$ cat src/hdl/dfu_pkg.sv
package dfu_pkg;

	// Address space of the download memory
	localparam int ADDR_BITS = 24;

	// Field widths
	localparam int MEM_W   = 25;
	localparam int BLK_W   = 16;
	localparam int LEN_W   = 16;
	localparam int CMD_W   = 8;
	localparam int CADDR_W = 32;
	localparam int CFG_W   = 32;
	localparam int CFG_IDX_W = 1;

	// Width that holds both the memory size and the address-space cap
	localparam int CAP_W = (ADDR_BITS + 1 > MEM_W) ? ADDR_BITS + 1 : MEM_W;

	// Block-zero commands
	localparam logic [CMD_W-1:0] CMD_ERASE       = 8'h41;
	localparam logic [CMD_W-1:0] CMD_SET_ADDRESS = 8'h21;
	localparam logic [LEN_W-1:0] SET_ADDR_LEN    = 16'd5;

	// Register reset values
	localparam logic [MEM_W-1:0]   MEM_SIZE_RST    = 25'd131072;
	localparam logic [CADDR_W-1:0] ADDR_OFFSET_RST = 32'h0000_1000;

	typedef enum logic [CFG_IDX_W-1:0] {
		CFG_MEM_SIZE    = 1'd0,
		CFG_ADDR_OFFSET = 1'd1
	} cfg_reg_t;

	typedef enum logic [2:0] {
		ACT_DOWNLOAD   = 3'd0,
		ACT_GET_STATUS = 3'd1,
		ACT_GET_STATE  = 3'd2,
		ACT_CLR_STATUS = 3'd3,
		ACT_ABORT      = 3'd4,
		ACT_SET_IF     = 3'd5,
		ACT_GET_IF     = 3'd6
	} action_t;

	typedef enum logic [2:0] {
		ST_IDLE     = 3'd0,
		ST_DN_BUSY  = 3'd1,
		ST_DN_IDLE  = 3'd2,
		ST_MAN_SYNC = 3'd3,
		ST_MANIFEST = 3'd4,
		ST_ERROR    = 3'd5
	} dfu_state_t;

	typedef enum logic [1:0] {
		STS_OK      = 2'd0,
		STS_WRITE   = 2'd1,
		STS_ADDRESS = 2'd2
	} dfu_status_t;

	typedef struct packed {
		logic [2:0]         action;
		logic [BLK_W-1:0]   block_number;
		logic [LEN_W-1:0]   data_length;
		logic [CMD_W-1:0]   cmd_byte;
		logic [CADDR_W-1:0] cmd_address;
		logic               mem_locked;
	} req_t;

	typedef struct packed {
		logic             ack;
		logic [1:0]       status_code;
		logic [2:0]       state_code;
		logic             target_out;
		logic             write_enable;
		logic [MEM_W-1:0] write_offset;
		logic [LEN_W-1:0] write_length;
		logic             transfer_done;
		logic [MEM_W-1:0] file_size;
		logic             to_flash;
		logic             start_program;
	} rsp_t;

	// Configuration write beat
	typedef struct packed {
		logic                 valid;
		logic [CFG_IDX_W-1:0] index;
		logic [CFG_W-1:0]     data;
	} cfg_wr_t;

endpackage

$ cat src/hdl/dfu_download_control_engine_top.sv
// A request beat is captured in the input register, then moves into the result register
// once that register is empty or its beat leaves.
// Throughput: one request per cycle while the output is not stalled; the input register and
// the result register form a two-entry path, so a new request is taken while a result waits.
// Reset (arst_n low, asynchronous): engine state idle/ok, pointers and target cleared,
// mem_size back to 131072 and addr_offset to 4096, both channels empty.
module dfu_download_control_engine_top (
	input  logic                          clk,
	input  logic                          arst_n,
	input  logic                          req_valid,
	output logic                          req_stall,
	input  dfu_pkg::req_t                 req,
	output logic                          rsp_valid,
	input  logic                          rsp_stall,
	output dfu_pkg::rsp_t                 rsp,
	input  logic                          cfg_valid,
	output logic                          cfg_ready,
	input  logic [dfu_pkg::CFG_IDX_W-1:0] cfg_index,
	input  logic [dfu_pkg::CFG_W-1:0]     cfg_data
);

	logic             fire;
	logic             valid_s1;
	dfu_pkg::req_t    req_s1;
	dfu_pkg::rsp_t    rsp_d;
	dfu_pkg::cfg_wr_t cfg_wr;

	// Registers take a write beat every cycle
	assign cfg_ready    = 1'b1;
	assign cfg_wr.valid = cfg_valid && cfg_ready;
	assign cfg_wr.index = cfg_index;
	assign cfg_wr.data  = cfg_data;

	dfu_in_stage u_in (
		.clk       (clk),
		.arst_n    (arst_n),
		.req_valid (req_valid),
		.req_stall (req_stall),
		.req       (req),
		.fire      (fire),
		.valid_s1  (valid_s1),
		.req_s1    (req_s1)
	);

	dfu_engine u_engine (
		.clk    (clk),
		.arst_n (arst_n),
		.cfg_wr (cfg_wr),
		.fire   (fire),
		.req_s1 (req_s1),
		.rsp_d  (rsp_d)
	);

	dfu_out_stage u_out (
		.clk       (clk),
		.arst_n    (arst_n),
		.valid_s1  (valid_s1),
		.rsp_d     (rsp_d),
		.fire      (fire),
		.rsp_valid (rsp_valid),
		.rsp_stall (rsp_stall),
		.rsp       (rsp)
	);

endmodule

$ cat src/hdl/dfu_in_stage.sv
module dfu_in_stage (
	input  logic          clk,
	input  logic          arst_n,
	input  logic          req_valid,
	output logic          req_stall,
	input  dfu_pkg::req_t req,
	input  logic          fire,
	output logic          valid_s1,
	output dfu_pkg::req_t req_s1
);

	logic accept;

	// Take a new beat when the stage is empty or the held one moves on this cycle
	assign req_stall = valid_s1 && !fire;
	assign accept    = req_valid && !req_stall;

	always_ff @(posedge clk or negedge arst_n) begin
		if (!arst_n) begin
			valid_s1 <= 1'b0;
		end else begin
			valid_s1 <= accept || (valid_s1 && !fire);
		end
	end

	// Capture payload on accept
	always_ff @(posedge clk) begin
		if (accept) begin
			req_s1 <= req;
		end
	end

endmodule

$ cat src/hdl/dfu_engine.sv
module dfu_engine (
	input  logic             clk,
	input  logic             arst_n,
	input  dfu_pkg::cfg_wr_t cfg_wr,
	input  logic             fire,
	input  dfu_pkg::req_t    req_s1,
	output dfu_pkg::rsp_t    rsp_d
);

	// Configuration registers
	logic [dfu_pkg::MEM_W-1:0]   mem_size_q;
	logic [dfu_pkg::CADDR_W-1:0] addr_offset_q;

	// Engine state
	logic [dfu_pkg::MEM_W-1:0] wp_q, wp_d;
	logic [dfu_pkg::MEM_W-1:0] hw_q, hw_d;
	logic [dfu_pkg::BLK_W-1:0] last_blk_q, last_blk_d;
	dfu_pkg::dfu_state_t       state_q, state_d;
	dfu_pkg::dfu_status_t      status_q, status_d;
	logic                      target_q, target_d;

	// Shared decode
	logic [dfu_pkg::CAP_W-1:0]   cap;
	logic [dfu_pkg::MEM_W-1:0]   size;
	logic [dfu_pkg::MEM_W:0]     end_sum;
	logic [dfu_pkg::CADDR_W-1:0] set_addr;
	logic                        is_dn, blk_nz, len_nz, seq_ok, dn_accept;
	logic                        fits, write_ok, addr_ok, abort_done, start;

	always_ff @(posedge clk or negedge arst_n) begin
		if (!arst_n) begin
			mem_size_q    <= dfu_pkg::MEM_SIZE_RST;
			addr_offset_q <= dfu_pkg::ADDR_OFFSET_RST;
		end else if (cfg_wr.valid) begin
			unique case (dfu_pkg::cfg_reg_t'(cfg_wr.index))
				dfu_pkg::CFG_MEM_SIZE:    mem_size_q    <= cfg_wr.data[dfu_pkg::MEM_W-1:0];
				dfu_pkg::CFG_ADDR_OFFSET: addr_offset_q <= cfg_wr.data;
				default: ;
			endcase
		end
	end

	// Clamp memory size to the address space
	assign cap  = dfu_pkg::CAP_W'(1) << dfu_pkg::ADDR_BITS;
	assign size = (dfu_pkg::CAP_W'(mem_size_q) > cap) ? cap[dfu_pkg::MEM_W-1:0] : mem_size_q;

	assign is_dn     = (dfu_pkg::action_t'(req_s1.action) == dfu_pkg::ACT_DOWNLOAD);
	assign blk_nz    = (req_s1.block_number != '0);
	assign len_nz    = (req_s1.data_length != '0);
	assign seq_ok    = (state_q == dfu_pkg::ST_DN_IDLE)
			&& ((last_blk_q + dfu_pkg::BLK_W'(1)) == req_s1.block_number);
	assign dn_accept = is_dn && blk_nz && ((state_q == dfu_pkg::ST_IDLE) || seq_ok);
	assign end_sum   = {1'b0, wp_q} + (dfu_pkg::MEM_W+1)'(req_s1.data_length);
	assign fits      = (end_sum <= {1'b0, size});
	assign write_ok  = dn_accept && len_nz && fits && !req_s1.mem_locked;
	assign set_addr  = req_s1.cmd_address - addr_offset_q;
	assign addr_ok   = (set_addr < dfu_pkg::CADDR_W'(size));
	assign abort_done = (dfu_pkg::action_t'(req_s1.action) == dfu_pkg::ACT_ABORT)
			&& (hw_q != '0) && !req_s1.mem_locked;
	assign start     = (dfu_pkg::action_t'(req_s1.action) == dfu_pkg::ACT_GET_STATUS)
			&& (state_q == dfu_pkg::ST_MAN_SYNC);

	// Next state
	always_comb begin
		wp_d       = wp_q;
		hw_d       = hw_q;
		last_blk_d = last_blk_q;
		state_d    = state_q;
		status_d   = status_q;
		target_d   = target_q;
		unique case (dfu_pkg::action_t'(req_s1.action)) inside
			dfu_pkg::ACT_DOWNLOAD: begin
				if (blk_nz) begin
					if (dn_accept) begin
						last_blk_d = req_s1.block_number;
						state_d    = dfu_pkg::ST_DN_IDLE;
						if (!len_nz) begin
							state_d = dfu_pkg::ST_MAN_SYNC;
						end else if (fits) begin
							if (!req_s1.mem_locked) begin
								wp_d = end_sum[dfu_pkg::MEM_W-1:0];
								if (end_sum[dfu_pkg::MEM_W-1:0] > hw_q) begin
									hw_d = end_sum[dfu_pkg::MEM_W-1:0];
								end
							end else begin
								state_d  = dfu_pkg::ST_ERROR;
								status_d = dfu_pkg::STS_WRITE;
							end
						end else begin
							state_d  = dfu_pkg::ST_ERROR;
							status_d = dfu_pkg::STS_ADDRESS;
						end
					end
				end else if (len_nz) begin
					if (req_s1.cmd_byte == dfu_pkg::CMD_ERASE) begin
						state_d = dfu_pkg::ST_DN_BUSY;
					end else if (req_s1.cmd_byte == dfu_pkg::CMD_SET_ADDRESS
							&& req_s1.data_length == dfu_pkg::SET_ADDR_LEN) begin
						if (addr_ok) begin
							wp_d    = set_addr[dfu_pkg::MEM_W-1:0];
							state_d = dfu_pkg::ST_DN_BUSY;
						end else begin
							state_d  = dfu_pkg::ST_ERROR;
							status_d = dfu_pkg::STS_ADDRESS;
						end
					end
				end
			end
			dfu_pkg::ACT_GET_STATUS: begin
				if (state_q == dfu_pkg::ST_DN_BUSY) begin
					state_d = dfu_pkg::ST_IDLE;
				end else if (state_q == dfu_pkg::ST_MAN_SYNC) begin
					state_d = dfu_pkg::ST_MANIFEST;
				end
			end
			dfu_pkg::ACT_CLR_STATUS, dfu_pkg::ACT_ABORT: begin
				wp_d       = '0;
				hw_d       = '0;
				last_blk_d = '0;
				state_d    = dfu_pkg::ST_IDLE;
				status_d   = dfu_pkg::STS_OK;
			end
			dfu_pkg::ACT_SET_IF: begin
				if (req_s1.block_number[dfu_pkg::BLK_W-1:1] == '0) begin
					target_d = req_s1.block_number[0];
				end
			end
			default: ;
		endcase
	end

	// Result fields
	always_comb begin
		rsp_d = '0;
		rsp_d.status_code   = status_q;
		rsp_d.state_code    = state_q;
		rsp_d.target_out    = target_d;
		rsp_d.write_enable  = write_ok;
		rsp_d.write_offset  = write_ok ? wp_q : '0;
		rsp_d.write_length  = write_ok ? req_s1.data_length : '0;
		rsp_d.transfer_done = abort_done;
		rsp_d.file_size     = abort_done ? hw_q : '0;
		rsp_d.to_flash      = abort_done && target_q;
		rsp_d.start_program = start;
		unique case (dfu_pkg::action_t'(req_s1.action)) inside
			dfu_pkg::ACT_SET_IF: rsp_d.ack = (req_s1.block_number[dfu_pkg::BLK_W-1:1] == '0);
			dfu_pkg::ACT_GET_IF: rsp_d.ack = !blk_nz;
			dfu_pkg::ACT_DOWNLOAD, dfu_pkg::ACT_GET_STATUS, dfu_pkg::ACT_GET_STATE,
			dfu_pkg::ACT_CLR_STATUS, dfu_pkg::ACT_ABORT: rsp_d.ack = 1'b1;
			default: rsp_d.ack = 1'b0;
		endcase
	end

	// Advance state when the held request moves to the result register
	always_ff @(posedge clk or negedge arst_n) begin
		if (!arst_n) begin
			wp_q       <= '0;
			hw_q       <= '0;
			last_blk_q <= '0;
			state_q    <= dfu_pkg::ST_IDLE;
			status_q   <= dfu_pkg::STS_OK;
			target_q   <= 1'b0;
		end else if (fire) begin
			wp_q       <= wp_d;
			hw_q       <= hw_d;
			last_blk_q <= last_blk_d;
			state_q    <= state_d;
			status_q   <= status_d;
			target_q   <= target_d;
		end
	end

endmodule

$ cat src/hdl/dfu_out_stage.sv
module dfu_out_stage (
	input  logic          clk,
	input  logic          arst_n,
	input  logic          valid_s1,
	input  dfu_pkg::rsp_t rsp_d,
	output logic          fire,
	output logic          rsp_valid,
	input  logic          rsp_stall,
	output dfu_pkg::rsp_t rsp
);

	// Move a result in when the register is empty or its beat leaves now
	assign fire = valid_s1 && (!rsp_valid || !rsp_stall);

	always_ff @(posedge clk or negedge arst_n) begin
		if (!arst_n) begin
			rsp_valid <= 1'b0;
		end else begin
			rsp_valid <= fire || (rsp_valid && rsp_stall);
		end
	end

	// Hold payload while stalled
	always_ff @(posedge clk) begin
		if (fire) begin
			rsp <= rsp_d;
		end
	end

endmodule

$ cat config.mk
export PLATFORM = sky130hd
export DESIGN_NAME = dfu_download_control_engine_top
export DESIGN_NICKNAME = d
export VERILOG_FILES = /design/src/hdl/dfu_pkg.sv /design/src/hdl/dfu_download_control_engine_top.sv /design/src/hdl/dfu_in_stage.sv /design/src/hdl/dfu_engine.sv /design/src/hdl/dfu_out_stage.sv
export SDC_FILE = /design/constraint.sdc
export NUM_CORES = 1
export LEC_CHECK = 0
export ABC_AREA = 1
export BUFFER_PORTS_ARGS = -buffer_cell sky130_fd_sc_hd__buf_2
export CORE_UTILIZATION = 54
export DETAILED_ROUTE_END_ITERATION = 10
export PLACE_DENSITY = 0.8
export REMOVE_ABC_BUFFERS = 1
export SLEW_MARGIN = 20
export SYNTH_ARGS = -nofsm -noshare
export SYNTH_HDL_FRONTEND = slang
export SYNTH_HIERARCHICAL = 1
export SYNTH_SLANG_ARGS = --single-unit
$ cat constraint.sdc
create_clock -name clk -period 5.6 [get_ports clk]
set_input_delay 0.28 -clock clk [delete_from_list [all_inputs] [get_ports clk]]
set_output_delay 0.28 -clock clk [all_outputs]
set_load 0.03 [all_outputs]
; After elaboration in Yosys (flattened, before gate mapping)
; Cells that the tools add are included.
[classes]
n_addsub = 3
n_mul = 0
div_mod_pow = 0
order_cmp = 4
eq_ne = 30
n_shift = 0
n_mux = 46
bitwise = 1
reduce_logical = 42
[ops]
columns = op, count
row1 = two-way mux 25 bit, 16
row2 = one-hot mux 25 bit (2 select lines), 2
row3 = two-way mux 3 bit, 11
row4 = less-than comparator 32 x 25 -> 1 bit, 1
row5 = two-way mux 16 bit, 2
row6 = one-hot mux 16 bit (2 select lines), 1
row7 = nonzero test 16 bit, 2
row8 = subtractor 32 bit, 1
row9 = adder 25 x 16 -> 26 bit, 1
row10 = less-or-equal comparator 26 x 25 -> 1 bit, 1
row11 = greater-than comparator 25 bit, 1
row12 = "greater-than comparator 25 bit, second input constant", 1
row13 = nonzero test 25 bit, 1
row14 = "inequality test 3 bit, second input constant", 8
row15 = two-way mux 2 bit, 9
row16 = "adder 16 x 1 -> 16 bit, second input constant", 1
row17 = equality test 16 bit, 1
row18 = "equality test 16 x 3 -> 1 bit, second input constant", 1
row19 = AND reduction 8 bit, 2
row20 = logical AND 1 bit, 15
row21 = logical NOT 15 bit, 1
row22 = "equality test 3 x 2 -> 1 bit, second input constant", 4
row23 = "inequality test 2 bit, second input constant", 6
row24 = "equality test 3 bit, second input constant", 3
row25 = 21 further kinds, 34
[totals]
reg_bits = 284
latchBits = 0
mem_bits_rw = 0
mem_bits_ro = 0
input_bits = 114
mem_count = 0

; Logic depth before layout (Yosys ltp)
; Gate-level depths: netlist of run 1.
[logic_depth]
depth_word = 9
ltp_mapped = 33
mapped_depth_nobuf = 33

; Modules after synthesis
; Netlist of run 1, hierarchy kept.
[modules_own_cells]
columns = module, n_inst, cells_each, area_each_um2, seq_area_each_um2
row1 = dfu_engine, 1, 1817, 12031.5, 3230.6
row2 = dfu_out_stage, 1, 82, 2357.3, 2337.2
row3 = dfu_in_stage, 1, 83, 2339.7, 2307.2
row4 = dfu_download_control_engine_top, 1, 2, 11.3, 0.0

; Worst setup path before layout of run 1
; Ideal clock, no wire load.
[synth_path]
path_type = register to register
from = register u_out.rsp_valid
to = register u_in/req_s1[0] (netlist name)
setup_time_ns = 0.462
t_arrival_ns = 5.126
slack_ns = 0.012
path_stages_with_launch = 4
period_less_slack_ns = 5.588
cell_sequence = dfrtp_1 a21oi_2 inv_2 a21oi_2
[synth_via]
elab_chain_cells = 7
[synth_rtl]
columns = element, line
row1 = from (decl), dfu_out_stage.sv:7  ; output logic rsp_valid,
row2 = from (signal assigned), dfu_out_stage.sv:19  ; rsp_valid <= fire || (rsp_valid && rsp_stall);
row3 = logical NOT 1 bit, dfu_out_stage.sv:13  ; assign fire = valid_s1 && (!rsp_valid || !rsp_stall);
row4 = logical OR 1 bit, dfu_out_stage.sv:13
row5 = logical AND 1 bit, dfu_out_stage.sv:13
row6 = net fire, dfu_download_control_engine_top.sv:22  ; logic fire;
row7 = logical NOT 1 bit, dfu_in_stage.sv:15  ; assign req_stall = valid_s1 && !fire;
row8 = logical AND 1 bit, dfu_in_stage.sv:15
row9 = logical NOT 1 bit, dfu_in_stage.sv:16  ; assign accept = req_valid && !req_stall;
row10 = logical AND 1 bit, dfu_in_stage.sv:16
row11 = net u_in.accept, dfu_in_stage.sv:12  ; logic accept;
; The timed path passes the listed nets, and every way through them passes these cells.
; A chain may end at the register's enable or synchronous reset.

==> metrics.md, run 1 <==
| Metric | Value |
|---|---|
| Status | completed |
| Total power | 8.31 mW |
| Pwr Density | 411 nW/um^2 |
| WL/cell | 17.0 microns |
| Synth top area share | 0.274 |
| RSZ-0062 raised after global routing | no |
| Static Leak | 9.76 nW |
| Final Non-Filler Cells | 2701 |
| Via-to-Cell Ratio | 5.40 |
| TritonCTS clock tree | done |
| Clk root buf | clkbuf_16 |
| Vias in the first global route | 14400 |
| Port Buffers | 192 |
| Post-Syn Area | 16700 sq um |
| Critical path startpoint category | flip-flop |
| Final Cycle Share | 0.904 |
| Total I/O pin count | 194 |
| Fill count | 2452 |
| Critical path arrival | 5360 ps |
| Ratio of cells with drive above 1 in the final layout | 0.132 |
| # setup viols final | 0 |
| Post-synthesis async set-or-reset flop share | 0.461 |
| Core Rows | 64 |
| Starting Density | 0.549 |
| CP Max Fanout | 41 |
| DRT Pass-1 Iters | 5 |
| Initial drt markers | 1061 |
| Minimum clock period | 5060 ps |
| Postcts setup bufs | 0 |
| Antenna diodes | 0 |
| Width of the die | 178 microns |
| Worst path max stage delay | 480 ps |
| CP Capture Type | flip-flop |
| CTS clk-pin slew, worst paths | 70 ps |
| Fin. max-slew vios | 0 |
| Clock skew | 18.2 ps |
| H-tree depth | 1 |
| Gr usage total | 0.291 |
| Worst-Margin Slew | 898 ps |
| Peak Freq | 198 MHz |
| Grt ovf | 0 |
| Synth top area cells | edfxtp_1 27%, dfrtp_1 19%, nand2_1 11% |
| Inst Count DP | 2533 |
| Setup Total Neg Slack | 0 ps |
| Via Count | 14600 |
| Hold Path Class | in2reg |
| ANT nets after route | 0 |
| Max VDD drop | 243 uV |
| # hold bufs at CTS | 109 |
| Synth Instances | 1984 |
| Hold WS | 5.15 ps |
| Synth Flop Type | edfxtp_1 |
| Clk buf depth | 3 |
| Syn Area/Cell | 8.44 sq um |
| Drc violations | 0 |
| Number of flops mapped to enable cells by yosys | 153 |
| Post-cts sizing count | 0 |
| First-pass GRT wire length | 72.4 mm |
| CP Class | reg2reg |
| Seq cells post-synth | 284 |
| Layout area overhead | 20.8% |
| Multi-input logic area | 7520 sq um |
| DP Wirelength | 32.6 mm |
| Worst Path Required | 5900 ps |
| Synth unique cells | 58 |
| Rel. slew slack | 0.398 |
| Clock Latency Late Sink | 590 ps |
| Placer Congestion | 0.945 |
| Top delay family on crit path | simple AND/OR/NAND/NOR gates |
| Seq/Total Area, Yosys | 0.470 |
| Worst path slowest cell | inv_2 |
| Initial antenna violation count | 0 |
| Die Y | 178 microns |
| Hold Vio Cnt, Final | 0 |
| Syn. warnings | 6 |
| Final wirelength | 45.8 mm |
| CTS buffer count | 31 |
| Final core occ | 0.663 |
| NumNets Final | 2517 |
| Post-synth top area cell | edfxtp_1 |
| CP most frequent cell | nand2_1 |
| Largest net degree at the start of global routing | 77 |
| Max cap viols | 0 |
| Register area | 7880 sq um |
| CTS Sinks | 284 |
| CP Buf/Inv Count | 1 |
| Die area | 31700 sq um |
| Core area | 30500 sq um |
==> final timing paths <==
kind	start	to	slack, ps	cells after the start
min reg2reg	u_engine/state_q[1]	u_out/rsp[72]	450	0
min in group asynchronous	arst_n	u_engine/last_blk_q[9]	290	2
max in group asynchronous	arst_n	u_engine/hw_q[12]	4010	4
max	u_engine/wp_q[2]	u_out/rsp[55]	540	27
min	cfg_data[23]	u_engine/mem_size_q[23]	5	3
max reg2reg	u_engine/wp_q[2]	u_out/rsp[55]	540	27
==> logic make-up after synthesis <==
family,share of synthesized area
adders and majority gates,0.0928
AOI/OAI and AO/OA,0.0875
and+or+nand+nor,0.231
buffers and inverters,0.0813
xor gates and xnor gates,0.0360
muxes,0.000673
DFF,0.470
other,0.000224
==> through the flow <==
| step | setup slack, ps | cell area (sq um) |
|---|---|---|
| floorplan | 12.2 | 16500 |
| global placement | 834 | 18000 |
| detailed placement | 671 | 18000 |
| CTS | 644 | 20200 |
| global route | 150 | 20200 |
| finish | 540 | 20200 |
==> worst register-to-register path, cell delays in order, from the launching register on <==
cell	delay [ps]
dfrtp_1	410
ha_1	380
nand3_1	90
nand2_1	130
a21oi_2	90
o21ai_1	270
a21boi_0	190
o21ai_0	320
a21boi_0	180
xnor2_1	450
ha_1	260
nand4_1	180
nor2_1	140
nand2_1	60
nand2_1	90
nand2_1	70
nand2_1	60
nand4_1	110
nand2_1	80
nand2_1	50
nand2_1	60
nand2_1	60
nand2_1	90
nand2_1	130
nand3_1	150
nor2_2	60
inv_2	480
nor2_1	120
==> routing by layer <==
layer | up-vias | share of wire | track usage
li1 | 7118 | - | -
met1 | 6805 | 0.43 | 0.387
met2 | 572 | 0.47 | 0.493
met3 | 94 | 0.060 | 0.0345
met4 | 0 | 0.033 | 0.0951
met5 | - | 0 | 0
==> sequential cells by signal, summed over array words and instances, names as in the netlist <==
| name | count |
|---|---|
| u_engine/addr_offset_q | 32 |
| u_out/rsp_valid | 1 |
| u_engine/hw_q | 25 |
| u_engine/status_q | 2 |
| u_engine/target_q | 1 |
| u_engine/wp_q | 25 |
| u_engine/state_q | 3 |
| u_engine/last_blk_q | 16 |
| u_in/valid_s1 | 1 |
| u_engine/mem_size_q | 25 |
| u_out/rsp | 77 |
| u_in/req_s1 | 76 |
==> report_power, final <==
part / total [mW] / leakage, nW / internal (mW) / switching [mW]
sequential: 2.80 / 3.14 / 2.55 / 0.248
clock: 2.12 / 0.518 / 1.25 / 0.869
combinational: 3.39 / 6.10 / 1.21 / 2.18
total: 8.31 / 9.76 / 5.02 / 3.30
==> cell usage in the layout (no fill, tap or decap), drive strengths merged, types with 43 or more instances in the layout <==
| master | count |
|---|---|
| xor2 | 43 |
| a21oi | 112 |
| dfrtp | 129 |
| ha | 121 |
| inv | 289 |
| nand2 | 482 |
| nor2 | 215 |
| nand3 | 93 |
| nand4 | 48 |
| dlygate4sd3 | 109 |
| buf | 207 |
| edfxtp | 153 |
| clkbuf | 44 |
| o21ai | 125 |
==> synth_stat cells (3+ instances only) <==
library cell  count
nor2_2            6
nand2_2           5
edfxtp_1        153
nor4_1           17
xor2_1           43
or2_2             4
nor3_4            3
ha_1            121
nor2_1          208
nand4_1          47
o21ai_0         121
xnor3_1           3
a21oi_1         108
nor3_1           18
o21bai_1          7
dfrtp_1         129
and3_1            3
buf_4             8
nand2_1         477
inv_2            10
nand3_1          90
a21oi_2           3
clkbuf_1         29
a211oi_1         11
nand3b_1          6
xnor2_1          18
buf_2            10
inv_1           278
a21boi_0          5
o21ai_1           3
buf_6             4
==> area by class of cell <==
type,instances,area share
timing repair buffer,316,0.108
inverter,290,0.0538
clock buffer,44,0.0443
multi-input combinational,1357,0.372
sequential,284,0.389
clock inverter,14,0.00823
tap,396,0.0245
(Power assumes the default switching activity.)
==> run 2, diff against run 1 <==
--- a/config.mk
+++ b/config.mk
@@ -10,9 +10,8 @@
 export CORE_UTILIZATION = 54
 export DETAILED_ROUTE_END_ITERATION = 10
 export PLACE_DENSITY = 0.8
-export REMOVE_ABC_BUFFERS = 1
+export SKIP_CTS_REPAIR_TIMING = 1
 export SLEW_MARGIN = 20
 export SYNTH_ARGS = -nofsm -noshare
 export SYNTH_HDL_FRONTEND = slang
-export SYNTH_HIERARCHICAL = 1
 export SYNTH_SLANG_ARGS = --single-unit
==> metrics.md, run 2 <==
| Metric | Value |
|---|---|
| # setup viols final | 0 (unchanged) |
| Seq/Total Area, Yosys | 0.466 (-0.00456) |
| M3 GR Usage | 0.0248 (-0.00972) |
| Syn Nets | 2286 |
| Clk root buf | clkbuf_16 |
| Syn Area/Cell | 8.25 sq um (-2.3%) |
| Synth unique cells | 58 (unchanged) |
| Rel. slew slack | 0.292 (-0.106) |
| Top delay family on crit path | simple AND/OR/NAND/NOR gates |
| Initial drt markers | 1344 (+27%) |
| Fill count | 2529 (+3.1%) |
| Initial antenna violation count | 0 (unchanged) |
| Worst path max stage delay | 530 ps (+50 ps) |
| Clock skew | 11.6 ps (-6.65 ps) |
| Syn. warnings | 0 (-6) |
| Placer Congestion | 0.995 (+5.3%) |
| Final core occ | 0.654 (-0.00925) |
| Clock Latency Late Sink | 560 ps (-30 ps) |
| Drc violations | 0 (unchanged) |
| Peak Freq | 199 MHz (+0.92%) |
| Hold Path Class | in2reg |
| Worst Path Required | 5870 ps (-30 ps) |
| Static Leak | 9.92 nW (+1.6%) |
| Synth Flop Type | edfxtp_1 |
| CTS buffer count | 30 (-3.2%) |
| CP most frequent cell | nand2_1 |
| Cell with the most instances after synthesis | nand2_1 |
| Top register by number of flip-flops | u_out.rsp |
| Via Count | 14500 (-0.32%) |
| Synth top cells by count | 498 x nand2_1, 318 x inv_1, 249 x nor2_1, 153 x edfxtp_1, 129 x dfrtp_1 |
| Grt met1 use | 0.376 (-0.0102) |
| Largest net degree at the start of global routing | 80 (+3.9%) |
| Critical path startpoint category | flip-flop |
| CP Capture Type | flip-flop |
| Pre-CTS setup slack | 650 ps (-20.8 ps) |
| CP Class | reg2reg |
| Gr busiest metal | met2 |
| Synth top area cells | edfxtp_1 27%, dfrtp_1 19%, nand2_1 11% |
| Synth Instances | 2050 (+3.3%) |
| Layout area overhead | 18.6% |
| Max VDD drop | 291 uV (+20%) |
| Die Y | 179 microns (+0.48%) |
| Commonest cells after routing, fill and taps aside | 497 x nand2_1, 316 x inv_1, 249 x nor2_1, 191 x buf_2, 153 x edfxtp_1 |
| Final Cycle Share | 0.895 (-0.00825) |
| Failing checks | negative hold slack |
| Die area | 32000 sq um (+0.97%) |
| CP Max Fanout | 41 (unchanged) |
| Global Route met2 Usage | 0.430 (-0.0637) |
| Pwr Density | 439 nW/um^2 (+6.9%) |
| Number of flops mapped to enable cells by yosys | 153 (unchanged) |
| Port Buffers | 192 (unchanged) |
| ANT nets after route | 0 (unchanged) |
| CTS Sinks | 284 (unchanged) |
| Core area | 30700 sq um (+0.52%) |
| Width of the die | 179 microns (+0.48%) |
| Grt ovf | 0 (unchanged) |
| Worst path slowest cell | o21ai_0 |
| Setup Total Neg Slack | 0 ps (unchanged) |
| Status | finished with violations |
| Worst-Margin Slew | 1060 ps (+162 ps) |
| Minimum clock period | 5010 ps (-46.2 ps) |
| TritonCTS clock tree | done |
| Max reg flops | 77 (unchanged) |
| Fin. max-slew vios | 0 (unchanged) |
| Gr usage total | 0.263 (-0.0278) |
| CTS clk-pin slew, worst paths | 60 ps (about the same) |
| Biggest regs | u_out.rsp (77), u_in.req_s1 (76), u_engine.addr_offset_q (32) |
| Seq cells post-synth | 284 (unchanged) |
| Final wirelength | 43.1 mm (-5.9%) |
| Post-Syn Area | 16900 sq um (+0.98%) |
| DP Wirelength | 32.0 mm (-1.9%) |
| Total power | 8.80 mW (+5.9%) |
| Total I/O pin count | 194 (unchanged) |
| RSZ-0062 raised after global routing | no |
| Antenna diodes | 0 (unchanged) |
| H-tree depth | 1 (unchanged) |
| Post-synthesis async set-or-reset flop share | 0.461 (unchanged) |
| PnR worst setup slack | 587 ps (+46.2 ps) |
| CP Buf/Inv Count | 2 (+1) |
| Ratio of cells with drive above 1 in the final layout | 0.128 (-0.00342) |
| Via-to-Cell Ratio | 5.31 (-1.7%) |
| Post-synth top area cell | edfxtp_1 |
| First-pass GRT wire length | 66.6 mm (-8.0%) |
| WL/cell | 15.7 microns (-7.2%) |
| Critical path arrival | 5280 ps (-80 ps) |
| Hold Vio Cnt, Final | 14 (+14) |
| Clk buf depth | 3 (unchanged) |
| Vias in the first global route | 13400 (-6.9%) |
| Starting Density | 0.551 (+0.00248) |
| DRT Pass-1 Iters | 5 (unchanged) |
| Commonest non-fill, non-tap cell in the layout | nand2_1 |
| Synth top area share | 0.272 (-0.00266) |
| Core Rows | 64 (unchanged) |
| Hold WS | -26.6 ps (-31.8 ps) |
| Max cap viols | 0 (unchanged) |
| NumNets Final | 2555 (+1.5%) |
run 2: final timing paths:
| kind | start | end | slack, ps | cells past startpoint |
|---|---|---|---|---|
| min in group asynchronous | arst_n | u_engine.last_blk_q[8] | 320 | 2 |
| hold reg to reg | u_engine.hw_q[17] | u_engine.hw_q[17] | 480 | 2 |
| max in group asynchronous | arst_n | u_engine.wp_q[14] | 4090 | 3 |
| hold / removal | cfg_data[27] | u_engine.addr_offset_q[27] | -30 | 3 |
| setup / recovery | u_in.req_s1[41] | u_out.rsp[40] | 590 | 28 |
| setup reg to reg | u_in.req_s1[41] | u_out.rsp[40] | 590 | 28 |
run 2: report_power, final:
group          leakage [nW]  internal, mW  switching (mW)
Sequential             3.07          2.59           0.271
Clock                 0.487          1.19           0.839
Combinational          6.36          1.39            2.51
run 2: stage by stage:
stage                     instance area [sq um]  cells
after CTS                                 19200   2655
after global placement                    18200   2599
after floorplan                           16900   2050
after detailed placement                  18200   2599
after global routing                      20000   2739
final                                     20000   2739
run 2: layer usage:
layer  vias up  routed length, microns
li1       7186                       -
met1      6752                   19400
met2       545                   20200
met3        59                    2530
met4         0                     951
met5         -                       0
run 2: worst register-to-register path, delay by kind of cell, from the launching register on:
family	cells	cell delay [ps]
compound gates	1	530
fa+ha+maj	3	910
buf+inv	2	550
flops	1	380
simple gates	22	2360
run 2: layout make-up:
type	instances	area (sq um)	area share
clock buffers	37	828	0.0413
multi-input cells	1396	7570	0.377
well taps	396	495	0.0247
clock inverters	19	203	0.0101
repair buffers	283	1860	0.0928
inverters	324	1220	0.0607
flip-flops and latches	284	7880	0.393
run 2: cell families after synthesis:
| family | Yosys count | synth area share |
|---|---|---|
| AND/OR/NAND/NOR | 948 | 0.237 |
| buffers and inverters | 370 | 0.0872 |
| flip-flops | 284 | 0.466 |
| AO/OA/AOI/OAI | 261 | 0.0839 |
| adder cells (fa/ha/maj) | 122 | 0.0912 |
| XOR/XNOR | 63 | 0.0335 |
| other | 1 | 0.000222 |
| multiplexers | 1 | 0.000666 |
==> run 3, diff against run 2 <==
==> constraint.sdc (replaced) <==
create_clock -name clk -period 5.6 [get_ports clk]
set_input_delay 0.56 -clock clk [delete_from_list [all_inputs] [get_ports clk]]
set_output_delay 0.56 -clock clk [all_outputs]
set_load 0.03 [all_outputs]
==> metrics.md, run 3 (synthesized netlist as in run 2, its figures left out) <==
| Metric | Value |
|---|---|
| Pwr Density | 459 nW/um^2 (+4.5%) |
| Placer Congestion | 0.996 (+0.10%) |
| CP Max Fanout | 41 (unchanged) |
| Hold Path Class | in2async |
| Max VDD drop | 266 uV (-8.7%) |
| Via Count | 14300 (-1.8%) |
| Die Y | 179 microns (unchanged) |
| Via-to-Cell Ratio | 5.38 (+1.3%) |
| Worst R2R Start | u_in.req_s1[41] |
| Antenna diodes | 0 (unchanged) |
| Top register by number of flip-flops | u_out.rsp |
| Gr usage total | 0.264 (+0.000805) |
| CTS clk-pin slew, worst paths | 60 ps (about the same) |
| CP Class | reg2reg |
| Core Rows | 64 (unchanged) |
| Initial antenna violation count | 0 (unchanged) |
| Critical path arrival | 5330 ps (+50 ps) |
| Starting Density | 0.551 (unchanged) |
| Grt ovf | 0 (unchanged) |
| WL/cell | 15.8 microns (+0.40%) |
| Worst path slowest cell | o21ai_0 |
| Vias in the first global route | 13400 (+0.20%) |
| DP Wirelength | 31.9 mm (-0.36%) |
| Hold Vio Cnt, Final | 0 (-14) |
| Biggest regs | u_out.rsp (77), u_in.req_s1 (76), u_engine.addr_offset_q (32) |
| Drc violations | 0 (unchanged) |
| Clock skew | 20.3 ps (+8.73 ps) |
| Clk root buf | clkbuf_16 |
| Commonest non-fill, non-tap cell in the layout | nand2_1 |
| NumNets Final | 2471 (-3.3%) |
| CP most frequent cell | nand2_1 |
| CP Capture Type | flip-flop |
| DRT Pass-1 Iters | 7 (+2) |
| RSZ-0062 raised after global routing | no |
| Rel. slew slack | 0.268 (-0.0246) |
| Die area | 32000 sq um (unchanged) |
| Worst path max stage delay | 530 ps (about the same) |
| Final Cycle Share | 0.902 (+0.00668) |
| Worst-Margin Slew | 1100 ps (+36.8 ps) |
| Initial drt markers | 1246 (-7.3%) |
| Max reg flops | 77 (unchanged) |
| Cell Area, Placed | 18200 sq um (unchanged) |
| Static Leak | 9.59 nW (-3.3%) |
| Ratio of cells with drive above 1 in the final layout | 0.132 (+0.00345) |
| Fin. max-slew vios | 0 (unchanged) |
| Commonest cells after routing, fill and taps aside | 497 x nand2_1, 316 x inv_1, 249 x nor2_1, 191 x buf_2, 153 x edfxtp_1 |
| Final Cell Area | 19200 sq um (-4.2%) |
| Largest net degree at the start of global routing | 80 (unchanged) |
| Max cap viols | 0 (unchanged) |
| Total power | 8.82 mW (+0.16%) |
| Clk buf depth | 3 (unchanged) |
| ANT nets after route | 0 (unchanged) |
| Minimum clock period | 5050 ps (+37.4 ps) |
| Total I/O pin count | 194 (unchanged) |
| Port Buffers | 192 (unchanged) |
| Worst setup startpoint | u_in.req_s1[41] |
| Clock Latency Late Sink | 570 ps (about the same) |
| First-pass GRT wire length | 66.7 mm (+0.16%) |
| Status | completed |
| Worst Path Required | 5880 ps (about the same) |
| Peak Freq | 198 MHz (-0.74%) |
| Setup Total Neg Slack | 0 ps (unchanged) |
| Core area | 30700 sq um (unchanged) |
| CTS buffer count | 30 (unchanged) |
| TritonCTS clock tree | done |
| # setup viols final | 0 (unchanged) |
| CTS Sinks | 284 (unchanged) |
| Layout area overhead | 13.7% |
| Width of the die | 179 microns (unchanged) |
| H-tree depth | 1 (unchanged) |
| Final wirelength | 42.0 mm (-2.7%) |
| Critical path startpoint category | flip-flop |
## run 3: cell types whose count changed in the layout (fill, tap and decap cells not counted), sizes merged
| cell | before | now |
|---|---|---|
| dlygate4sd3 | 84 | 0 |
| clkinvlp | 7 | 1 |
| clkinv | 10 | 14 |
| bufinv | 3 | 4 |
| inv | 323 | 324 |
## run 3: per-layer routing
metal  track usage  vias to the layer above  wire length [microns]  part of all wire
met5             0                        -                      0                 0
met4        0.0664                        0                    924             0.022
met3        0.0316                       72                   2680             0.064
met2         0.427                      517                  19100              0.45
met1         0.376                     6658                  19300              0.46
li1              -                     7026                      -                 -
## run 3: power breakdown
part | switching [mW] | internal, mW
clock | 0.849 | 1.24
sequential | 0.271 | 2.59
combinational | 2.52 | 1.35
## run 3: stage by stage
| step | util | setup slack, ps | std cells | hold WS (ps) |
|---|---|---|---|---|
| final | 0.626 | 549 | 2655 | 94.6 |
| after floorplan | - | 1710 | 2050 | 264 |
| after global routing | 0.626 | 142 | 2655 | 138 |
| after CTS | 0.626 | 624 | 2655 | 144 |
| after global placement | 0.592 | 912 | 2599 | 455 |
| after detailed placement | 0.592 | 665 | 2599 | 459 |
## run 3: critical path, delay by kind of cell (launching register included)
family / cells / cell delay [ps]
AOI/OAI and AO/OA: 1 / 530
adders and majority gates: 3 / 870
buffers and inverters: 2 / 550
DFF: 1 / 370
and+or+nand+nor: 22 / 2400
## run 3: cell type report
class | instances | area [sq um]
flip-flops and latches | 284 | 7880
well taps | 396 | 495
inverters | 324 | 1220
fillers | 2667 | 11500
clock inverters | 19 | 220
clock buffers | 37 | 828
multi-input cells | 1396 | 7560
repair buffers | 199 | 1020
## run 3: path summary, 6_finish.rpt
path	endpoint	slack, ps	cells past startpoint
setup / recovery	u_out.rsp[63]	550	28
hold / removal	u_engine.last_blk_q[5]	90	1
setup reg to reg	u_out.rsp[63]	550	28
hold reg to reg	u_engine.hw_q[17]	480	2
max in group asynchronous	u_engine.hw_q[16]	4120	2
min in group clk	u_in.req_s1[61]	160	1
